===== src/hw/rtl/iopt_pkg.sv =====
package iopt_pkg;

    // request kinds; code 3 is unused and changes no state
    typedef enum logic [1:0] {
        REQ_READ  = 2'd0,
        REQ_WRITE = 2'd1,
        REQ_TICK  = 2'd2
    } t_req_type;

    // register map, offset bits 2..0
    localparam logic [2:0] OFS_A_DATA = 3'd0;
    localparam logic [2:0] OFS_A_DIR  = 3'd1;
    localparam logic [2:0] OFS_B_DATA = 3'd2;
    localparam logic [2:0] OFS_B_DIR  = 3'd3;
    localparam logic [2:0] OFS_TMR_LO = 3'd4;
    localparam logic [2:0] OFS_TMR_HI = 3'd6;
    localparam logic [2:0] OFS_STATUS = 3'd7;

    // prescaler select codes, offset bits 1..0
    localparam logic [1:0] PSC_DIV1    = 2'd0;
    localparam logic [1:0] PSC_DIV8    = 2'd1;
    localparam logic [1:0] PSC_DIV64   = 2'd2;
    localparam logic [1:0] PSC_DIV1024 = 2'd3;

    localparam int          PSC_W         = 10;
    localparam logic [PSC_W-1:0] PSC_LAST_1    = PSC_W'(0);
    localparam logic [PSC_W-1:0] PSC_LAST_8    = PSC_W'(8 - 1);
    localparam logic [PSC_W-1:0] PSC_LAST_64   = PSC_W'(64 - 1);
    localparam logic [PSC_W-1:0] PSC_LAST_1024 = PSC_W'(1024 - 1);

    localparam logic [7:0] STATUS_FLAG = 8'h80;
    localparam logic [7:0] IDLE_DATA   = 8'hFF;

    // one request as it leaves the input register
    typedef struct packed {
        logic       fire;
        logic [1:0] req;
        logic [3:0] offset;
        logic [7:0] data;
    } t_acc;

    // timer state seen by the read mux
    typedef struct packed {
        logic [7:0] count_rd;
        logic       expired;
        logic       irq_en;
    } t_tmr_stat;

    function automatic logic [PSC_W-1:0] prescale_last(input logic [1:0] sel);
        logic [PSC_W-1:0] last;
        case (sel)
            PSC_DIV1:  last = PSC_LAST_1;
            PSC_DIV8:  last = PSC_LAST_8;
            PSC_DIV64: last = PSC_LAST_64;
            default:   last = PSC_LAST_1024;
        endcase
        return last;
    endfunction

endpackage


===== src/hw/rtl/iopt_ports.sv =====
module iopt_ports (
    input  logic          i_clk,
    input  logic          i_rst_n,
    input  iopt_pkg::t_acc i_acc,
    output logic [7:0]    o_a_drive,
    output logic [7:0]    o_a_dir,
    output logic [7:0]    o_b_drive,
    output logic [7:0]    o_b_dir
);
    import iopt_pkg::*;

    logic [7:0] r_a_drive, r_a_dir, r_b_drive, r_b_dir;
    logic       wr_port;

    // offset bit 3 is don't-care for port registers
    assign wr_port = i_acc.fire && (i_acc.req == REQ_WRITE) && !i_acc.offset[2];

    always_ff @(posedge i_clk) begin
        if (!i_rst_n) begin
            r_a_drive <= '0;
            r_a_dir   <= '0;
            r_b_drive <= '0;
            r_b_dir   <= '0;
        end else if (wr_port) begin
            case (i_acc.offset[2:0])
                OFS_A_DATA: r_a_drive <= i_acc.data;
                OFS_A_DIR:  r_a_dir   <= i_acc.data;
                OFS_B_DATA: r_b_drive <= i_acc.data;
                OFS_B_DIR:  r_b_dir   <= i_acc.data;
                default: ;
            endcase
        end
    end

    assign o_a_drive = r_a_drive;
    assign o_a_dir   = r_a_dir;
    assign o_b_drive = r_b_drive;
    assign o_b_dir   = r_b_dir;

endmodule


===== src/hw/rtl/iopt_timer.sv =====
module iopt_timer (
    input  logic               i_clk,
    input  logic               i_rst_n,
    input  iopt_pkg::t_acc     i_acc,
    output iopt_pkg::t_tmr_stat o_stat
);
    import iopt_pkg::*;

    logic             r_running, n_running;
    logic             r_expired, n_expired;
    logic             r_irq_en,  n_irq_en;
    logic [7:0]       r_count,   n_count;
    logic [7:0]       r_reload,  n_reload;
    logic [PSC_W-1:0] r_pre,     n_pre;
    logic [1:0]       r_sel,     n_sel;
    logic             tmr_ofs;

    assign tmr_ofs = i_acc.offset[2];

    always_comb begin
        n_running = r_running;
        n_expired = r_expired;
        n_irq_en  = r_irq_en;
        n_count   = r_count;
        n_reload  = r_reload;
        n_pre     = r_pre;
        n_sel     = r_sel;
        if (i_acc.fire) begin
            if (i_acc.req == REQ_READ && tmr_ofs) begin
                // any timer read latches irq enable; status read also acks
                n_irq_en = i_acc.offset[3];
                if (i_acc.offset[2:0] == OFS_STATUS) begin
                    n_expired = 1'b0;
                end
            end else if (i_acc.req == REQ_WRITE && tmr_ofs) begin
                n_expired = 1'b0;
                n_irq_en  = i_acc.offset[3];
                n_count   = i_acc.data;
                n_reload  = i_acc.data;
                n_sel     = i_acc.offset[1:0];
                n_pre     = '0;
                n_running = 1'b1;
            end else if (i_acc.req == REQ_TICK && r_running) begin
                if (r_pre >= prescale_last(r_sel)) begin
                    n_pre = '0;
                    if (r_count == '0) begin
                        n_expired = 1'b1;
                        n_count   = r_reload;
                    end else begin
                        n_count = r_count - 8'd1;
                    end
                end else begin
                    n_pre = r_pre + PSC_W'(1);
                end
            end
        end
    end

    always_ff @(posedge i_clk) begin
        if (!i_rst_n) begin
            r_running <= 1'b0;
            r_expired <= 1'b0;
            r_irq_en  <= 1'b0;
            r_count   <= '0;
            r_reload  <= '0;
            r_pre     <= '0;
            r_sel     <= PSC_DIV1;
        end else begin
            r_running <= n_running;
            r_expired <= n_expired;
            r_irq_en  <= n_irq_en;
            r_count   <= n_count;
            r_reload  <= n_reload;
            r_pre     <= n_pre;
            r_sel     <= n_sel;
        end
    end

    // count reads as zero until the timer is first loaded
    assign o_stat.count_rd = r_running ? r_count : 8'd0;
    assign o_stat.expired  = r_expired;
    assign o_stat.irq_en   = r_irq_en;

endmodule


===== src/hw/rtl/io_ports_interval_timer.sv =====
// Channel   Direction  Handshake                 Payload
// request   in         i_in_valid / o_in_stall   i_req_type, i_reg_offset, i_write_data,
//                                                i_port_a_pins, i_port_b_pins
// result    out        o_out_valid / i_out_stall o_read_data, o_port_a_drive, o_port_a_dir,
//                                                o_port_b_drive, o_port_b_dir, o_irq
//
// One request per cycle sustained while the result is not stalled; a request passes the
// input register, then the result register, before its result is valid.
// Reset (i_rst_n low, synchronous) clears ports, timer and both pipeline valids.
// A held result stalls the execute step; the input register keeps taking a request
// while it is empty or its content moves on in the same cycle.
module io_ports_interval_timer (
    input  logic       i_clk,
    input  logic       i_rst_n,
    input  logic       i_in_valid,
    output logic       o_in_stall,
    input  logic [1:0] i_req_type,
    input  logic [3:0] i_reg_offset,
    input  logic [7:0] i_write_data,
    input  logic [7:0] i_port_a_pins,
    input  logic [7:0] i_port_b_pins,
    output logic       o_out_valid,
    input  logic       i_out_stall,
    output logic [7:0] o_read_data,
    output logic [7:0] o_port_a_drive,
    output logic [7:0] o_port_a_dir,
    output logic [7:0] o_port_b_drive,
    output logic [7:0] o_port_b_dir,
    output logic       o_irq
);
    import iopt_pkg::*;

    // input register
    logic       r_in_vld;
    logic [1:0] r_req;
    logic [3:0] r_off;
    logic [7:0] r_data, r_pa, r_pb;

    // result register
    logic       r_out_vld;
    logic [7:0] r_rd_data, n_rd_data;

    logic       fire;       // request executes this cycle
    logic       in_take;    // input register loads
    t_acc       acc;
    t_tmr_stat  tmr_stat;
    logic [7:0] a_drive, a_dir, b_drive, b_dir;

    // execute when a request is waiting and the result slot is free or draining
    assign fire    = r_in_vld && !(r_out_vld && i_out_stall);
    assign in_take = !r_in_vld || fire;
    assign o_in_stall = !in_take;

    always_ff @(posedge i_clk) begin
        if (!i_rst_n) begin
            r_in_vld <= 1'b0;
        end else if (in_take) begin
            r_in_vld <= i_in_valid;
        end
    end

    always_ff @(posedge i_clk) begin
        if (in_take && i_in_valid) begin
            r_req  <= i_req_type;
            r_off  <= i_reg_offset;
            r_data <= i_write_data;
            r_pa   <= i_port_a_pins;
            r_pb   <= i_port_b_pins;
        end
    end

    assign acc.fire   = fire;
    assign acc.req    = r_req;
    assign acc.offset = r_off;
    assign acc.data   = r_data;

    iopt_ports u_ports (
        .i_clk     (i_clk),
        .i_rst_n   (i_rst_n),
        .i_acc     (acc),
        .o_a_drive (a_drive),
        .o_a_dir   (a_dir),
        .o_b_drive (b_drive),
        .o_b_dir   (b_dir)
    );

    iopt_timer u_timer (
        .i_clk   (i_clk),
        .i_rst_n (i_rst_n),
        .i_acc   (acc),
        .o_stat  (tmr_stat)
    );

    // read mux sees state before this request's update
    always_comb begin
        n_rd_data = IDLE_DATA;
        if (r_req == REQ_READ) begin
            case (r_off[2:0])
                OFS_A_DATA: n_rd_data = (r_pa & ~a_dir) | (a_drive & a_dir);
                OFS_A_DIR:  n_rd_data = a_dir;
                OFS_B_DATA: n_rd_data = (r_pb & ~b_dir) | (b_drive & b_dir);
                OFS_B_DIR:  n_rd_data = b_dir;
                OFS_STATUS: n_rd_data = tmr_stat.expired ? STATUS_FLAG : 8'h00;
                default:    n_rd_data = tmr_stat.count_rd;
            endcase
        end
    end

    always_ff @(posedge i_clk) begin
        if (!i_rst_n) begin
            r_out_vld <= 1'b0;
        end else if (fire) begin
            r_out_vld <= 1'b1;
        end else if (!i_out_stall) begin
            r_out_vld <= 1'b0;
        end
    end

    always_ff @(posedge i_clk) begin
        if (fire) begin
            r_rd_data <= n_rd_data;
        end
    end

    // State only changes on fire, which also loads the result register, so the
    // live state always matches the held result's post-request values.
    assign o_out_valid    = r_out_vld;
    assign o_read_data    = r_rd_data;
    assign o_port_a_drive = a_drive;
    assign o_port_a_dir   = a_dir;
    assign o_port_b_drive = b_drive;
    assign o_port_b_dir   = b_dir;
    assign o_irq          = tmr_stat.expired && tmr_stat.irq_en;

    // executed request always shows up as a result next cycle
    a_fire_out: assert property (@(posedge i_clk) disable iff (!i_rst_n)
        fire |=> o_out_valid)
        else $error("executed request produced no result");

    // timer load drops the interrupt
    a_load_clr: assert property (@(posedge i_clk) disable iff (!i_rst_n)
        (fire && r_req == REQ_WRITE && r_off[2]) |=> !o_irq)
        else $error("irq still set after timer load");

    // status read acknowledges the flag
    a_stat_ack: assert property (@(posedge i_clk) disable iff (!i_rst_n)
        (fire && r_req == REQ_READ && r_off[2:0] == OFS_STATUS) |=> !o_irq)
        else $error("irq still set after status read");

    // no new state while a result is held
    a_hold: assert property (@(posedge i_clk) disable iff (!i_rst_n)
        (o_out_valid && i_out_stall) |=> $stable(o_irq) && $stable(o_port_a_dir))
        else $error("state moved under a held result");

endmodule

===== config.mk =====
export PLATFORM = sky130hd
export DESIGN_NAME = io_ports_interval_timer
export DESIGN_NICKNAME = d
export VERILOG_FILES = /design/src/hw/rtl/iopt_pkg.sv /design/src/hw/rtl/iopt_ports.sv /design/src/hw/rtl/iopt_timer.sv /design/src/hw/rtl/io_ports_interval_timer.sv
export SDC_FILE = /design/constraint.sdc
export NUM_CORES = 1
export LEC_CHECK = 0
export BUFFER_PORTS_ARGS = -buffer_cell sky130_fd_sc_hd__buf_4
export CORE_AREA = 3 3 122 77
export DETAILED_ROUTE_END_ITERATION = 8
export DIE_AREA = 0 0 125 80
export HOLD_SLACK_MARGIN = 0.12
export MAX_ROUTING_LAYER = met4
export PLACE_DENSITY_LB_ADDON = 0.25
export REMOVE_ABC_BUFFERS = 1
export SLEW_MARGIN = 20
export SYNTH_ARGS = -nofsm -noshare
export SYNTH_HDL_FRONTEND = slang
export SYNTH_SLANG_ARGS = --single-unit

===== constraint.sdc =====
create_clock -name i_clk -period 2.95 [get_ports i_clk]
set_input_delay 0.59 -clock i_clk [delete_from_list [all_inputs] [get_ports i_clk]]
set_output_delay 0.59 -clock i_clk [all_outputs]
set_load 0.02 [all_outputs]

== After elaboration in Yosys (flattened, before gate mapping) ==
Index checks and enable logic that the tools add are counted.
Storage, ports and cells
  register bits: 103
  input bits: 34
  output and inout port bits: 43
  word-level logic and storage cells: 99
Cells by class
  $add $sub $neg: 2
  order comparisons: 1
  eq/ne operators: 10
  mux-type cells: 25
  bitwise logic cells: 9
  reductions and logical operators: 33
Operator list (number)
  $mux W10: 7
  $mux W8: 6
  $pmux W8 S5: 1
  $and A8 B8 Y8: 4
  $pmux W10 S3: 1
  $not A8 Y8: 2
  $or A8 B8 Y8: 2
  $add A10 B1 Y10 const B: 1
  $ge A10 B10 Y1: 1
  $mux W1: 10
  $reduce_and A2 Y1: 5
  $logic_and A1 B1 Y1: 9
  $reduce_bool A3 Y1: 3
  $logic_not A8 Y1: 1
  $sub A8 B1 Y8 const B: 1
  $eq A3 B2 Y1 const B: 2
  $reduce_and A3 Y1: 2
  $reduce_bool A2 Y1: 3
  $reduce_and A5 Y1: 1
  $eq A2 B1 Y1 const B: 2
  $eq A2 B2 Y1 const B: 2
  $logic_not A1 Y1: 4
  $logic_not A2 Y1: 2
  $reduce_and A4 Y1: 1
  7 further kinds: 7

== Depth between registers and ports, before layout ==
  depth after elaboration: 11
  mapped depth: 10
  depth with buffers taken out: 9

== Hierarchy ==
From an unflattened synthesis, not the netlist that was laid out.
Unflattened totals
  cell total of the unflattened synthesis: 462
  area total of the unflattened synthesis: 4719.5 sq um
Modules (own cells, without submodules)
  iopt_timer: times used 1, cells an instance 222, area each 1811.7 sq um, sequential area each 620.6 sq um
  io_ports_interval_timer: times used 1, cells an instance 123, area each 1686.6 sq um, sequential area each 1181.1 sq um
  iopt_ports: times used 1, cells an instance 117, area each 1221.2 sq um, sequential area each 640.6 sq um

== Least setup slack after synthesis ==
OpenSTA, ideal clock, no wires.
  kind: input-to-reg
  start: in i_out_stall
  end: reg r_data[0] (enable)
  setup time: 0.420 ns
  data arrival time: 2.239 ns
  data required time: 2.530 ns
  setup slack: 0.291 ns
  stages on the path: 2
  path buffers: 0
  cells stage by stage: and3_1 -> nor2b_1
On the way
  longest elaborated chain between the ends: 5
RTL lines
  from (decl): RTL line io_ports_interval_timer.sv:23  | input logic i_out_stall,
  $logic_and A1 B1 Y1: RTL line io_ports_interval_timer.sv:50  | assign fire = r_in_vld && !(r_out_vld && i_out_stall);
  $logic_not A1 Y1: RTL line io_ports_interval_timer.sv:50
  $logic_and A1 B1 Y1: RTL line io_ports_interval_timer.sv:50
  $logic_or A1 B1 Y1: RTL line io_ports_interval_timer.sv:51  | assign in_take = !r_in_vld || fire;
  $logic_and A1 B1 Y1: RTL line io_ports_interval_timer.sv:63  | if (in_take && i_in_valid) begin
  to (signal assigned): RTL line io_ports_interval_timer.sv:66  | r_data <= i_write_data;
  to (decl): RTL line io_ports_interval_timer.sv:37  | logic [7:0] r_data, r_pa, r_pb;
Every way passes these cells.
A chain may end at the register's enable or synchronous reset.

== Worst setup path in the final report ==
  start: reg u_timer.r_sel[1]
  end: reg u_timer.r_count[7]
On the way
  longest elaborated chain between the ends: 9
  elaborated cells on any way between the ends: 11
  those cells by class: order compare (1); eq/ne (2); mux (5); reduce/logical (3)
RTL lines
  from (decl): RTL line iopt_timer.sv:15  | logic [1:0] r_sel, n_sel;
  from (signal assigned): RTL line iopt_timer.sv:75  | r_sel <= n_sel;
  $eq A2 B2 Y1 (tied with other cells): RTL line iopt_pkg.sv:51  | case (sel)
  $pmux W10 S3 (*): RTL line iopt_pkg.sv:51
  $mux W10 (*): RTL line iopt_timer.sv:43  | end else if (i_acc.req == REQ_TICK && r_running) begin
  $mux W10 (*): RTL line iopt_timer.sv:35  | end else if (i_acc.req == REQ_WRITE && tmr_ofs) begin
  $mux W10 (*): RTL line iopt_timer.sv:29  | if (i_acc.req == REQ_READ && tmr_ofs) begin
  $mux W10 (*): RTL line iopt_timer.sv:28  | if (i_acc.fire) begin
  $ge A10 B10 Y1 (*): RTL line iopt_timer.sv:44  | if (r_pre >= prescale_last(r_sel)) begin
  $reduce_bool A2 Y1 (no source line) (*)
  $reduce_and A4 Y1 (no source line) (*)
  to (signal assigned): RTL line iopt_timer.sv:72  | r_count <= n_count;
  to (decl): RTL line iopt_timer.sv:12  | logic [7:0] r_count, n_count;
Mark *: on every way between the ends. The rest lies on a longest branch, timed or not. The select of a mux whose other input is x is not followed.

==> results.yml <==
logic_synthesis:
  async_reset_ff_frac: 0
  synth.avg_cell_area_um2: 9.42
  synth_ff_type: "dfxtp_1"
  syn_inst: 492
  synth_seq_cells: 103
  yosysWarnings: 0
  synth_edf_count: 38
  synth_seq_area_share: 0.527
  synth_cell_types: 48
  ys_top_cells_by_area: "dfxtp_1 (28%), edfxtp_1 (25%), mux2i_1 (7.1%), nand2_1 (5.8%), a21oi_1 (5.7%)"
  netlist_area_um2: 4640
  synth_area_leader_cell: "dfxtp_1"
  synth_top_area_share: 0.281
critical_path:
  crit_top_cell: "nand2_1"
  crit_path_start_kind: "register"
  criticalPathCategory: "register to register"
  critPathMaxStageDelay_ns: 0.57
  critPathSlowestCell: "or4_4"
  endpoint_kind: "register"
  cp.arrival_ns: 2.83
  reg2reg_slack_ns: 0.36
  path_max_fanout: 17
  crit_chain: "nand2_1, ha_1, nand4_1, or4_4, a31oi_4, nand2_1, a31o_1"
  worst-endpoint-required_ns: 3.19
routing:
  drt_iter0_drc: 297
  dr.pass1.iters: 5
  routed_wl_um: 11800
  drc_errors: 0
  vias: 3954
  wl_per_cell_um: 17.1
  antenna_left: 0
  avgViaCountPerCell: 5.75
clock_tree:
  cts_tree: "built"
  cts_buffer_depth: 2
  hold_buffers: 0
  cts_resized: 0
  clock_latency_ns: 0.34
  clock_sinks: 103
  ctsHtreeMaxLevel: 3
  cts.clk_slew.worst_paths_ns: 0.07
  cts_made_buffers: 9
  postCtsSetupBuffers: 0
  root_buffer: "clkbuf_16"
sta:
  min_period_over_period: 0.877
  grt_setup_unrepaired: "no"
  finalCriticalPeriod_ns: 2.59
  max_freq_ghz: 0.387
  worst_slew_pin_slew_ns: 0.909
  final.setup_skew_ns: 0.00801
  fin_setup_tns_ns: 0
  maxSlewHeadroom: 0.394
  hold_viol_final: 0
  setup_viol: 0
  slew_violations: 0
global_routing:
  globalRouteOverflowTotal: 0
  grt_usage: 0.244
  grt_start_max_net_pins: 37
  grt_pass1_vias: 3738
  antenna_found_initial: 0
  grt_pass1_wl_um: 18800
finish:
  syn2layout_area_growth_pct: 22.1
  fill_cells: 656
  drive_gt1_frac: 0.203
  nets: 615
  antenna_cells: 0
run:
  cap_violations: 0
pwr:
  total_power_w: 0.00296
  ir_worst_vdd_uv: 360
  p_leak_nw: 2.39
  p_per_area_nw_per_um2: 522
floorplanning:
  initial_core_util: 0.552
  die_w_um: 125
  dieArea_um2: 10000
  ioPinCount: 77
  coreArea_um2: 8390
  die_height_um: 80
  row_count: 26
status:
  status: "finished, final reports clean"
min_path:
  hp-class: "input pin to register"
placement:
  portBuffers: 76
  hpwl_um: 8270
  gp_congestion: 0.941
worst max-delay path: cells and delay by family (launching register included):
family,cells,cell delay (ns)
adder cells (fa/ha/maj),1,0.36
AO/OA/AOI/OAI,2,0.69
AND/OR/NAND/NOR,4,0.98
flip-flops,1,0.46
logic make-up after synthesis:
family	after synthesis	synth area share
flops	103	0.527
simple gates	192	0.191
mux	34	0.0737
fa+ha+maj	10	0.0270
compound gates	113	0.138
xor+xnor	6	0.0113
buf+inv	34	0.0326
final cells by class:
| cell class | instances | area (um2) | area share |
|---|---|---|---|
| tap | 112 | 140 | 0.0248 |
| timing repair buffer | 93 | 698 | 0.123 |
| inverter | 9 | 33.8 | 0.00597 |
| clock buffer | 9 | 225 | 0.0398 |
| clock inverter | 7 | 71.3 | 0.0126 |
| multi-input combinational | 355 | 2050 | 0.362 |
| sequential | 103 | 2440 | 0.431 |
cells in the final DEF (no fill, tap or decap), types with 2 or more instances in the layout:
| cell type | count |
|---|---|
| nand3_1 | 15 |
| or4_1 | 2 |
| a31oi_1 | 7 |
| nand2b_1 | 3 |
| nand3b_1 | 5 |
| edfxtp_1 | 38 |
| o31ai_1 | 2 |
| dfxtp_1 | 65 |
| buf_4 | 93 |
| nand2_1 | 72 |
| clkinvlp_4 | 2 |
| clkbuf_16 | 9 |
| mux2i_1 | 33 |
| nor3_1 | 7 |
| o21ai_0 | 35 |
| and2_1 | 4 |
| xnor2_1 | 3 |
| a21oi_1 | 53 |
| and3b_1 | 2 |
| nand4_1 | 2 |
| nor3b_1 | 3 |
| a211oi_1 | 3 |
| and3_1 | 4 |
| o211ai_1 | 4 |
| nor2b_1 | 2 |
| inv_1 | 8 |
| ha_1 | 10 |
| xor2_1 | 3 |
| nor2_1 | 62 |
| clkinv_1 | 2 |
power by group:
part | internal, W | switching [W]
Clock | 0.000658 | 0.000531
Sequential | 0.00151 | 0.0000356
Combinational | 0.0000918 | 0.000126
Total | 0.00226 | 0.000693
state kept, by name (all words and copies together) (netlist names), 2 cells and up:
name / flops
u_ports.o_a_dir: 8
r_pb: 8
u_ports.o_b_dir: 8
u_timer.r_pre: 10
o_read_data: 8
r_req: 2
r_off: 4
r_data: 8
u_ports.o_a_drive: 8
u_timer.r_reload: 8
u_timer.r_sel: 2
u_ports.o_b_drive: 8
r_pa: 8
u_timer.r_count: 8
routing by layer:
layer  GRT usage  wire length (um)
met1       0.329              5650
met2       0.365              5100
met3      0.0588               866
met4      0.0779               155
met5           -                 0
cells in the mapped netlist (all sizes together), types with 5 or more instances:
| master | count |
|---|---|
| nand2 | 72 |
| dfxtp | 65 |
| nor2 | 62 |
| a21oi | 53 |
| edfxtp | 38 |
| o21ai | 36 |
| mux2i | 33 |
| clkbuf | 19 |
| nand3 | 15 |
| ha | 10 |
| a31oi | 8 |
| inv | 8 |
| nor3 | 7 |
| buf | 6 |
| nand3b | 5 |
path summary, 6_finish.rpt:
check,startpoint,end,cells after the start
worst max-delay path,u_timer.r_sel[1],u_timer.r_count[7],7
worst min-delay path,i_reg_offset[0],r_off[0],1
worst max register to register,u_timer.r_sel[1],u_timer.r_count[7],7
worst min register to register,u_timer.r_reload[2],u_timer.r_reload[2],2
stage by stage:
step	instances	hold WS [ns]	instance area [um2]	utilization	setup WS, ns
after floorplan	467	0.433	4520	-	0.291
after global placement	672	0.441	5370	0.639	0.544
after detailed placement	672	0.451	5370	0.639	0.388
after CTS	688	0.407	5660	0.675	0.377
after global routing	688	0.403	5660	0.675	0.232
final	688	0.416	5660	0.675	0.364
Power figures use the tool's default switching activity.
